### src/hdl/ctep_pkg.sv
// Package for the cubic trajectory extrapolator: sizes, the job record that
// passes from the front to the back, and the back state encoding.
// No dependencies.
`timescale 1ns / 1ps
`default_nettype none
package ctep_pkg;

   localparam int WINDOW      = 4;
   localparam int COORD_BITS  = 12;
   localparam int FRAC_BITS   = 8;
   localparam int PRED_X_BITS = 14;
   localparam int PRED_Y_BITS = 32;

   localparam int IDXW = $clog2(WINDOW);
   localparam int CNTW = $clog2(WINDOW + 1);
   // Predicted x and its distance to any window x both fit in this signed width.
   localparam int PXW  = COORD_BITS + 2;
   localparam int DW   = COORD_BITS + 1;
   localparam int YW   = COORD_BITS + FRAC_BITS;
   localparam int NUMW = YW + (WINDOW - 1) * DW;
   localparam int DENW = (WINDOW - 1) * COORD_BITS;
   localparam int SUMW = NUMW + IDXW + 1;
   localparam int DCW  = $clog2(NUMW);

   localparam int QDEPTH = 2;
   localparam int QPTRW  = $clog2(QDEPTH);
   localparam int QCNTW  = $clog2(QDEPTH + 1);

   typedef logic [WINDOW-1:0][COORD_BITS-1:0] coord_row_type;

   typedef struct packed {
      coord_row_type         wx;
      coord_row_type         wy;
      logic signed [PXW-1:0] px;
      logic                  singular;
   } job_type;

   typedef enum logic [5:0] {
      S_IDLE  = 6'b000001,
      S_SETUP = 6'b000010,
      S_MUL   = 6'b000100,
      S_DIV   = 6'b001000,
      S_ACC   = 6'b010000,
      S_DONE  = 6'b100000
   } back_state_type;

endpackage
`default_nettype wire

### src/hdl/ctep_front.sv
// Front part: holds the sliding window of points, accepts input
// transactions and builds one job per prediction. Uses ctep_pkg.
`timescale 1ns / 1ps
`default_nettype none
module ctep_front (
   input  wire logic                         clock,
   input  wire logic                         reset,
   input  wire logic                         req_valid,
   output logic                              req_stall,
   input  wire logic [ctep_pkg::COORD_BITS-1:0] req_point_x,
   input  wire logic [ctep_pkg::COORD_BITS-1:0] req_point_y,
   input  wire logic                         queue_full,
   output logic                              push,
   output ctep_pkg::job_type                 push_job
);
   import ctep_pkg::*;

   coord_row_type   wx_ff, wx_in, wy_ff, wy_in;
   logic [CNTW-1:0] fill_ff, fill_in;
   logic            accept;

   assign req_stall = queue_full;
   assign accept    = req_valid && !queue_full;

   always_comb begin
      wx_in   = wx_ff;
      wy_in   = wy_ff;
      fill_in = fill_ff;
      if (fill_ff == CNTW'(WINDOW)) begin
         for (int k = 0; k < WINDOW - 1; k++) begin
            wx_in[k] = wx_ff[k+1];
            wy_in[k] = wy_ff[k+1];
         end
         wx_in[WINDOW-1] = req_point_x;
         wy_in[WINDOW-1] = req_point_y;
      end else begin
         wx_in[fill_ff[IDXW-1:0]] = req_point_x;
         wy_in[fill_ff[IDXW-1:0]] = req_point_y;
         fill_in = fill_ff + CNTW'(1);
      end
   end

   always_comb begin
      push_job.wx = wx_in;
      push_job.wy = wy_in;
      push_job.px = $signed(PXW'({wx_in[WINDOW-1], 1'b0}))
                  - $signed(PXW'(wx_in[WINDOW-2]));
      push_job.singular = 1'b0;
      for (int a = 0; a < WINDOW; a++) begin
         for (int b = a + 1; b < WINDOW; b++) begin
            if (wx_in[a] == wx_in[b]) begin
               push_job.singular = 1'b1;
            end
         end
      end
   end

   assign push = accept && (fill_in == CNTW'(WINDOW));

   always_ff @(posedge clock) begin
      if (reset) begin
         fill_ff <= '0;
         wx_ff   <= '0;
         wy_ff   <= '0;
      end else if (accept) begin
         fill_ff <= fill_in;
         wx_ff   <= wx_in;
         wy_ff   <= wy_in;
      end
   end

endmodule
`default_nettype wire

### src/hdl/ctep_queue.sv
// Short job queue between the front and the back parts.
// Uses ctep_pkg for the job record and the depth.
`timescale 1ns / 1ps
`default_nettype none
module ctep_queue (
   input  wire logic        clock,
   input  wire logic        reset,
   input  wire logic        push,
   input  wire ctep_pkg::job_type push_job,
   input  wire logic        pop,
   output ctep_pkg::job_type pop_job,
   output logic             full,
   output logic             empty
);
   import ctep_pkg::*;

   job_type          entry_ff [QDEPTH];
   logic [QPTRW-1:0] wr_ff, rd_ff;
   logic [QCNTW-1:0] count_ff;

   assign full    = (count_ff == QCNTW'(QDEPTH));
   assign empty   = (count_ff == '0);
   assign pop_job = entry_ff[rd_ff];

   always_ff @(posedge clock) begin
      if (push) begin
         entry_ff[wr_ff] <= push_job;
      end
   end

   always_ff @(posedge clock) begin
      if (reset) begin
         wr_ff    <= '0;
         rd_ff    <= '0;
         count_ff <= '0;
      end else begin
         if (push) begin
            wr_ff <= (wr_ff == QPTRW'(QDEPTH - 1)) ? '0 : wr_ff + QPTRW'(1);
         end
         if (pop) begin
            rd_ff <= (rd_ff == QPTRW'(QDEPTH - 1)) ? '0 : rd_ff + QPTRW'(1);
         end
         if (push && !pop) begin
            count_ff <= count_ff + QCNTW'(1);
         end else if (pop && !push) begin
            count_ff <= count_ff - QCNTW'(1);
         end
      end
   end

endmodule
`default_nettype wire

### src/hdl/ctep_back.sv
// Back part: evaluates the Lagrange sum for one job with a shared pair of multipliers
// and a restoring divider, then saturates and holds the result.
// Uses ctep_pkg.
`timescale 1ns / 1ps
`default_nettype none
module ctep_back (
   input  wire logic        clock,
   input  wire logic        reset,
   input  wire logic        queue_empty,
   output logic             pop,
   input  wire ctep_pkg::job_type pop_job,
   output logic             rsp_valid,
   input  wire logic        rsp_stall,
   output logic signed [ctep_pkg::PRED_X_BITS-1:0] rsp_pred_x,
   output logic signed [ctep_pkg::PRED_Y_BITS-1:0] rsp_pred_y,
   output logic             rsp_singular,
   output logic             rsp_saturated
);
   import ctep_pkg::*;

   back_state_type         state_ff, state_in;
   job_type                job_ff;
   logic [IDXW-1:0]        i_ff, j_ff;
   logic [NUMW-1:0]        num_ff, q_ff;
   logic [DENW-1:0]        den_ff;
   logic [DENW:0]          rem_ff;
   logic                   neg_ff;
   logic [DCW-1:0]         bit_ff;
   logic signed [SUMW-1:0] sum_ff;
   logic                   out_free;

   logic signed [PXW-1:0]          d;
   logic signed [COORD_BITS:0]     e;
   logic [DW-1:0]                  dmag;
   logic [COORD_BITS-1:0]          emag;
   logic [DENW:0]                  cand;
   logic                           take;
   logic [NUMW:0]                  qr;
   logic signed [SUMW-1:0]         term;
   logic                           fits;
   logic [PRED_Y_BITS-1:0]         py;

   assign out_free = !rsp_valid || !rsp_stall;
   assign pop      = state_ff == S_IDLE && !queue_empty;

   always_comb begin
      d    = job_ff.px - $signed(PXW'(job_ff.wx[j_ff]));
      e    = $signed({1'b0, job_ff.wx[i_ff]}) - $signed({1'b0, job_ff.wx[j_ff]});
      dmag = d[PXW-1] ? DW'(-d) : DW'(d);
      emag = e[COORD_BITS] ? COORD_BITS'(-e) : COORD_BITS'(e);
      cand = {rem_ff[DENW-1:0], num_ff[NUMW-1]};
      take = cand >= {1'b0, den_ff};
      qr   = {1'b0, q_ff} + (({rem_ff[DENW-1:0], 1'b0} >= {1'b0, den_ff})
                             ? (NUMW+1)'(1) : '0);
      term = neg_ff ? -$signed(SUMW'(qr)) : $signed(SUMW'(qr));
      fits = (&sum_ff[SUMW-1:PRED_Y_BITS-1]) || !(|sum_ff[SUMW-1:PRED_Y_BITS-1]);
      if (fits) begin
         py = sum_ff[PRED_Y_BITS-1:0];
      end else begin
         py = sum_ff[SUMW-1] ? {1'b1, {(PRED_Y_BITS-1){1'b0}}}
                             : {1'b0, {(PRED_Y_BITS-1){1'b1}}};
      end
   end

   always_comb begin
      state_in = state_ff;
      unique case (state_ff)
         S_IDLE:  if (!queue_empty) begin
                     state_in = pop_job.singular ? S_DONE : S_SETUP;
                  end
         S_SETUP: state_in = S_MUL;
         S_MUL:   if (j_ff == IDXW'(WINDOW - 1)) begin
                     state_in = S_DIV;
                  end
         S_DIV:   if (bit_ff == '0) begin
                     state_in = S_ACC;
                  end
         S_ACC:   state_in = (i_ff == IDXW'(WINDOW - 1)) ? S_DONE : S_SETUP;
         S_DONE:  if (out_free) begin
                     state_in = S_IDLE;
                  end
         default: state_in = S_IDLE;
      endcase
   end

   always_ff @(posedge clock) begin
      if (reset) begin
         state_ff  <= S_IDLE;
         rsp_valid <= 1'b0;
      end else begin
         state_ff <= state_in;
         if (state_ff == S_DONE && out_free) begin
            rsp_valid <= 1'b1;
         end else if (!rsp_stall) begin
            rsp_valid <= 1'b0;
         end
      end
   end

   always_ff @(posedge clock) begin
      unique case (state_ff)
         S_IDLE: begin
            job_ff <= pop_job;
            i_ff   <= '0;
            sum_ff <= '0;
         end
         S_SETUP: begin
            num_ff <= NUMW'({job_ff.wy[i_ff], {FRAC_BITS{1'b0}}});
            den_ff <= DENW'(1);
            neg_ff <= 1'b0;
            j_ff   <= '0;
         end
         S_MUL: begin
            if (j_ff != i_ff) begin
               num_ff <= NUMW'(num_ff * dmag);
               den_ff <= DENW'(den_ff * emag);
               neg_ff <= neg_ff ^ d[PXW-1] ^ e[COORD_BITS];
            end
            j_ff   <= j_ff + IDXW'(1);
            rem_ff <= '0;
            q_ff   <= '0;
            bit_ff <= DCW'(NUMW - 1);
         end
         S_DIV: begin
            rem_ff <= take ? cand - {1'b0, den_ff} : cand;
            q_ff   <= {q_ff[NUMW-2:0], take};
            num_ff <= {num_ff[NUMW-2:0], 1'b0};
            bit_ff <= bit_ff - DCW'(1);
         end
         S_ACC: begin
            sum_ff <= sum_ff + term;
            i_ff   <= i_ff + IDXW'(1);
         end
         S_DONE: begin
            if (out_free) begin
               rsp_pred_x    <= PRED_X_BITS'(job_ff.px);
               rsp_pred_y    <= py;
               rsp_singular  <= job_ff.singular;
               rsp_saturated <= !fits;
            end
         end
         default: ;
      endcase
   end

   // A singular fit always reports zero and no clipping.
   a_singular_zero: assert property (@(posedge clock) disable iff (reset)
      rsp_valid && rsp_singular |-> rsp_pred_y == '0 && !rsp_saturated)
      else $error("singular result carries a value");

   // A clipped result sits exactly at one of the two limits.
   a_sat_limit: assert property (@(posedge clock) disable iff (reset)
      rsp_valid && rsp_saturated |->
         rsp_pred_y == {1'b1, {(PRED_Y_BITS-1){1'b0}}} ||
         rsp_pred_y == {1'b0, {(PRED_Y_BITS-1){1'b1}}})
      else $error("saturated result not at a limit");

   // The divisor is a product of nonzero distances.
   a_den_nonzero: assert property (@(posedge clock) disable iff (reset)
      state_ff == S_DIV |-> den_ff != '0)
      else $error("zero divisor in Lagrange term");

endmodule
`default_nettype wire

### src/hdl/cubic_trajectory_extrapolator.sv
// Top level of the cubic trajectory extrapolator: front, job queue and back.
// Uses ctep_pkg, ctep_front, ctep_queue and ctep_back.
//
//   Channel | Ports                                  | Direction
//   --------+----------------------------------------+-----------
//   req     | req_valid req_stall req_point_x/_y     | in
//   rsp     | rsp_valid rsp_stall rsp_pred_x/_y      | out
//           | rsp_singular rsp_saturated             |
//
// The front stores every point; from the fourth point on, each transaction
// becomes a job in a two-entry queue. Per Lagrange term a regular job passes
// in the back through setup, multiply steps over the window, the restoring
// divider's one-bit-per-cycle loop and an accumulate step, between a dispatch
// and a result step; a singular job goes from dispatch straight to result.
// Reset is synchronous and empties the window, the queue and the result slot.
// req_stall rises only when the queue is full; the result register lets the
// back start the next job while a result waits on rsp_stall.
`timescale 1ns / 1ps
`default_nettype none
module cubic_trajectory_extrapolator (
   input  wire logic clock,
   input  wire logic reset,
   input  wire logic req_valid,
   output logic      req_stall,
   input  wire logic [ctep_pkg::COORD_BITS-1:0] req_point_x,
   input  wire logic [ctep_pkg::COORD_BITS-1:0] req_point_y,
   output logic      rsp_valid,
   input  wire logic rsp_stall,
   output logic signed [ctep_pkg::PRED_X_BITS-1:0] rsp_pred_x,
   output logic signed [ctep_pkg::PRED_Y_BITS-1:0] rsp_pred_y,
   output logic      rsp_singular,
   output logic      rsp_saturated
);
   import ctep_pkg::*;

   // Jobs carry the whole window, the predicted x and the repeat flag, so
   // the back never looks at the front's registers.
   job_type push_job, pop_job;
   logic    push, pop, queue_full, queue_empty;

   ctep_front u_front (
      .clock       (clock),
      .reset       (reset),
      .req_valid   (req_valid),
      .req_stall   (req_stall),
      .req_point_x (req_point_x),
      .req_point_y (req_point_y),
      .queue_full  (queue_full),
      .push        (push),
      .push_job    (push_job)
   );

   ctep_queue u_queue (
      .clock    (clock),
      .reset    (reset),
      .push     (push),
      .push_job (push_job),
      .pop      (pop),
      .pop_job  (pop_job),
      .full     (queue_full),
      .empty    (queue_empty)
   );

   // The back runs the sum in exact integers, rounds each term half away
   // from zero and clips the total to the 32-bit Q.8 range.
   ctep_back u_back (
      .clock         (clock),
      .reset         (reset),
      .queue_empty   (queue_empty),
      .pop           (pop),
      .pop_job       (pop_job),
      .rsp_valid     (rsp_valid),
      .rsp_stall     (rsp_stall),
      .rsp_pred_x    (rsp_pred_x),
      .rsp_pred_y    (rsp_pred_y),
      .rsp_singular  (rsp_singular),
      .rsp_saturated (rsp_saturated)
   );

endmodule
`default_nettype wire
### config.mk
export PLATFORM = sky130hd
export DESIGN_NAME = cubic_trajectory_extrapolator
export DESIGN_NICKNAME = d
export VERILOG_FILES = /design/src/hdl/ctep_pkg.sv /design/src/hdl/ctep_front.sv /design/src/hdl/ctep_queue.sv /design/src/hdl/ctep_back.sv /design/src/hdl/cubic_trajectory_extrapolator.sv
export SDC_FILE = /design/constraint.sdc
export NUM_CORES = 2
export LEC_CHECK = 0
export BUFFER_PORTS_ARGS = -buffer_cell sky130_fd_sc_hd__clkbuf_2
export CAP_MARGIN = 10
export CORE_MARGIN = 5
export CORE_UTILIZATION = 60
export CTS_CLUSTER_SIZE = 30
export DETAILED_ROUTE_END_ITERATION = 10
export PLACE_DENSITY = 0.78
export SLEW_MARGIN = 0
export SYNTH_ARGS = -nofsm -noshare
export SYNTH_HDL_FRONTEND = slang
export SYNTH_SLANG_ARGS = --single-unit
### constraint.sdc
create_clock -name clock -period 12.35 [get_ports clock]
set_input_delay 2.47 -clock clock [delete_from_list [all_inputs] [get_ports clock]]
set_output_delay 2.47 -clock clock [all_outputs]
set_load 0.02 [all_outputs]
==> results.txt <==
In this run the standard cell core region covers 118000 sq um. For the final-report max-slew violation count, the log shows 0. The tools report the final-report setup violation count as 0. Together, buffers and inverters on the worst path number 6.

The logs give 4 for the number of antenna violations at the first check in global routing and 60.4% for the effective utilization at floorplan. The number of hold violations in the final report came out at 0. The slew of the pin with the lowest slew margin is 1.14 ns, and the detailed route wirelength on metal2 is 84.0 mm. The growth of design area from synthesis to finish came out at 6.54%. At the worst endpoint, the required time is 12.87 ns.

The run gives 0 as the residual DRC count. The instance count of the mapped netlist was 7307. The filler cells instantiated in the layout total 9253. The routed design has 178 mm of wire.

The cell that appears most often on the critical path is fa_1. For the number of cells in the finished layout apart from fillers, the log shows 8789. The run gives 8331 as the number of nets in the layout. The number of buffers added on ports was 77. For the synthesized cell area, the log shows 71200 sq um. The tools report the endpoint type of the worst setup path as a register. In this run, post-CTS hold repair placed 0 buffers. The flow ran to the end, and the final reports show no timing, DRC or antenna violations. At the end of routability-driven placement, the weighted congestion stood at 0.946. The floorplan has 126 rows.

Among cell families on the critical path, the largest total delay comes from adder cells. Number of buffers between clock root and the deepest sink: 3. Entering global routing, the biggest net connects 84 pins.

For this design, the sink count on the clock tree is 752. The run gives 0 as the remaining number of nets flagged by the antenna check after routing. Buffer cell driving the clock tree root: clkbuf_16. The clock reaches the later pin of the worst-skew pair after 0.70 ns. The run gives 126000 sq um as the total die area. Of all flip-flops after synthesis, the portion carrying an async set or reset was 0%. Global routing used 28.8% of the available tracks. The setup TNS is 0 ns. The tools report the via count of the first global-routing pass as 53800. TritonCTS built the clock tree. The tools report the fmax as 0.0872 GHz. Yosys mapped a number of flops with a built-in enable equal to 641. The multi-input combinational cells in the finished layout cover a total of 44900 sq um. Including well taps, the total number of placed cells is 8638. Signal routing reaches up to met5. The die is 355 um wide. After global routing the overflow that remains totals 0.

The detailed router put a total of 72.8 mm of wire on met1. In this run the critical register-to-register path is launched from u_back.j_ff[0]. The worst setup path is launched from a register. The average vias per placed instance works out to 5.94. The area used by sequential logic in the layout was 21500 sq um; the number of stages on the worst setup path was 35. For this design, the slowest cell found on the critical path is edfxtp_1. In this run, synthesis produced a sequential element count of 752. Detailed routing inserted a total of 52200 vias.

0 antenna diodes ended up in the layout. Clock-pin slew was measured on the worst setup and hold paths at 0.07 ns. The startpoint identified for the worst hold timing path is u_back.job_ff[0].

The length in cells of the worst reg-to-reg path is 35. Setup repair after global routing left no endpoint under its margin. The min-delay analysis places its worst path in the category reg -> reg. Summed over all nets, the half-perimeter wirelength after detailed placement is 130 mm. The total of max-cap violations is 0, and the number of clock buffers inserted by TritonCTS is 82. For this run, the number of Yosys warnings is 0.

The critical path is of the reg -> reg type. In this run the mean area of a mapped cell was 9.75 sq um. The worst-case clock skew came out at 0.0645 ns.

The share of post-route cells with drive strength above 1 came out at 7.45%. The tools report the tightest slew margin relative to the limit as 23.8%. The library cells used most frequently in the layout, excluding fill and tap cells, are nand2_1 (1012), inv_1 (1012), fa_1 (838). Among all flip-flop cells after synthesis, the most frequent one is edfxtp_1. Largest driver fanout on the critical path: 35.

The H-tree was split into 3 levels. The sequential fraction of the synthesis area is 30.1%. The worst path needs 11.46 ns of the cycle, external delays included. The routed length per placed instance is 20.3 um, and the data arrival time of the critical path is 11.98 ns.

Number of distinct library cells after synthesis: 77. For this run, the slowest stage of the critical path takes 0.63 ns. Across all hold checks on the routed design, the worst slack comes to 0.427 ns. The worst register-to-register path has a setup slack of 0.89 ns. The final critical path takes up 92.8% of the cycle.

The cell depth of the worst min-delay path was 0. The number of optimization iterations in the first detailed-route pass is 6, and the chip height is 355 um. The tools report the endpoint of the worst register-to-register path as u_back.num_ff[51].

For the count of boundary I/O pins, the log shows 78. The number of nets handed over by synthesis was 8452. The worst hold path endpoint is u_back.rsp_singular. After detailed routing, the met3 layer carries 15.2 mm of wire. The number of design-rule violations left by the first detailed-router iteration is 4687, and the wire length of the first global-routing pass is 291 mm.
## state kept, by name, summed over array words and instances (netlist names), 3 cells and up, named ones only
signal,flops
u_back.job_ff,110
u_back.state_ff,6
u_front.wx_ff,48
u_back.sum_ff,62
u_back.q_ff,59
u_back.num_ff,59
u_back.bit_ff,6
u_back.den_ff,36
u_front.wy_ff,48
u_back.rem_ff,36
u_back.rsp_pred_y,32
u_queue.entry_ff,220
u_front.fill_ff,3
u_back.rsp_pred_x,14
## final cells by class
cell class	instances	share of cell area, %
Multi-Input combinational cell	5169	59.2
Sequential cell	752	28.3
Inverter	1014	5.02
Clock buffer	107	2.96
Tap cell	1536	2.53
Timing Repair Buffer	167	1.42
Clock inverter	44	0.605
## metal layers
layer  track usage, %  up-vias
li1                 -    23600
met1             39.4    26100
met2             46.8     2175
met3             5.16      383
met4             9.91        4
met5                0        -
## through the flow
stage | setup slack, ns | cell area [sq um] | utilization, %
floorplan | 1.76 | 71200 | -
global placement | 0.949 | 73200 | 62.0
detailed placement | 0.726 | 73200 | 62.0
CTS | 0.675 | 75900 | 64.3
global route | 0.152 | 75900 | 64.3
finish | 0.887 | 75900 | 64.3
## how the worst max path moves through the flow
stage                                    to            from
after floorplan           u_back.num_ff[51]  u_back.j_ff[0]
after global placement    u_back.num_ff[51]  u_back.j_ff[0]
after detailed placement  u_back.num_ff[51]  u_back.j_ff[0]
after CTS                 u_back.num_ff[51]  u_back.j_ff[0]
after global routing      u_back.num_ff[51]  u_back.j_ff[0]
final                     u_back.num_ff[51]  u_back.j_ff[0]
## worst reg2reg max path: cells and delay by family, from the launching register on
| kind | cells | cell delay, ns |
|---|---|---|
| simple gates | 8 | 2.10 |
| mux | 1 | 0.46 |
| xor+xnor | 2 | 0.80 |
| buf+inv | 6 | 0.79 |
| compound gates | 10 | 3.10 |
| fa+ha+maj | 8 | 3.45 |
| flops | 1 | 0.63 |
## what timing repair did
| item | in CTS | in global routing |
|---|---|---|
| endpoints found under the setup margin | 0 | 3 |
| gates resized for setup | 0 | 2 |
| buffers inserted | 0 | 0 |
## synthesized netlist by cell type, drive strengths merged, types with 10 or more instances
cell | count | area share [%]
nor4 | 28 | 0.25
mux2 | 126 | 2.0
a21boi | 14 | 0.15
a22oi | 16 | 0.17
nor2 | 444 | 2.3
clkbuf | 339 | 1.8
a211o | 12 | 0.15
nor2b | 164 | 1.4
o21bai | 36 | 0.38
or2 | 18 | 0.16
or4 | 12 | 0.14
nand4 | 58 | 0.53
nor3 | 64 | 0.45
mux2i | 99 | 1.4
inv | 1014 | 5.3
o31ai | 26 | 0.28
o21a | 26 | 0.27
a211oi | 32 | 0.34
nand3 | 80 | 0.56
and3 | 47 | 0.41
a21o | 123 | 1.3
and2 | 258 | 2.3
xnor2 | 282 | 3.5
xor2 | 158 | 1.9
buf | 33 | 0.19
mux4 | 36 | 1.1
or3 | 24 | 0.23
a31oi | 36 | 0.32
dfxtp | 111 | 3.1
fa | 838 | 24
ha | 279 | 4.9
nand2 | 1014 | 5.3
nor3b | 10 | 0.11
edfxtp | 641 | 27
o21ai | 262 | 1.8
nand2b | 84 | 0.74
a21oi | 339 | 2.4
## logic make-up after synthesis
logic type | after synthesis | share of synthesized area [%]
AOI/OAI and AO/OA | 1020 | 8.81
xor gates and xnor gates | 443 | 5.51
adders and majority gates | 1117 | 28.5
buffers and inverters | 1386 | 7.32
DFF | 752 | 30.1
muxes | 261 | 4.53
and+or+nand+nor | 2328 | 15.2
Power is left out: the tool's default activity adds up to more than one toggle a clock period on the data nets, which glitch-free logic cannot reach.
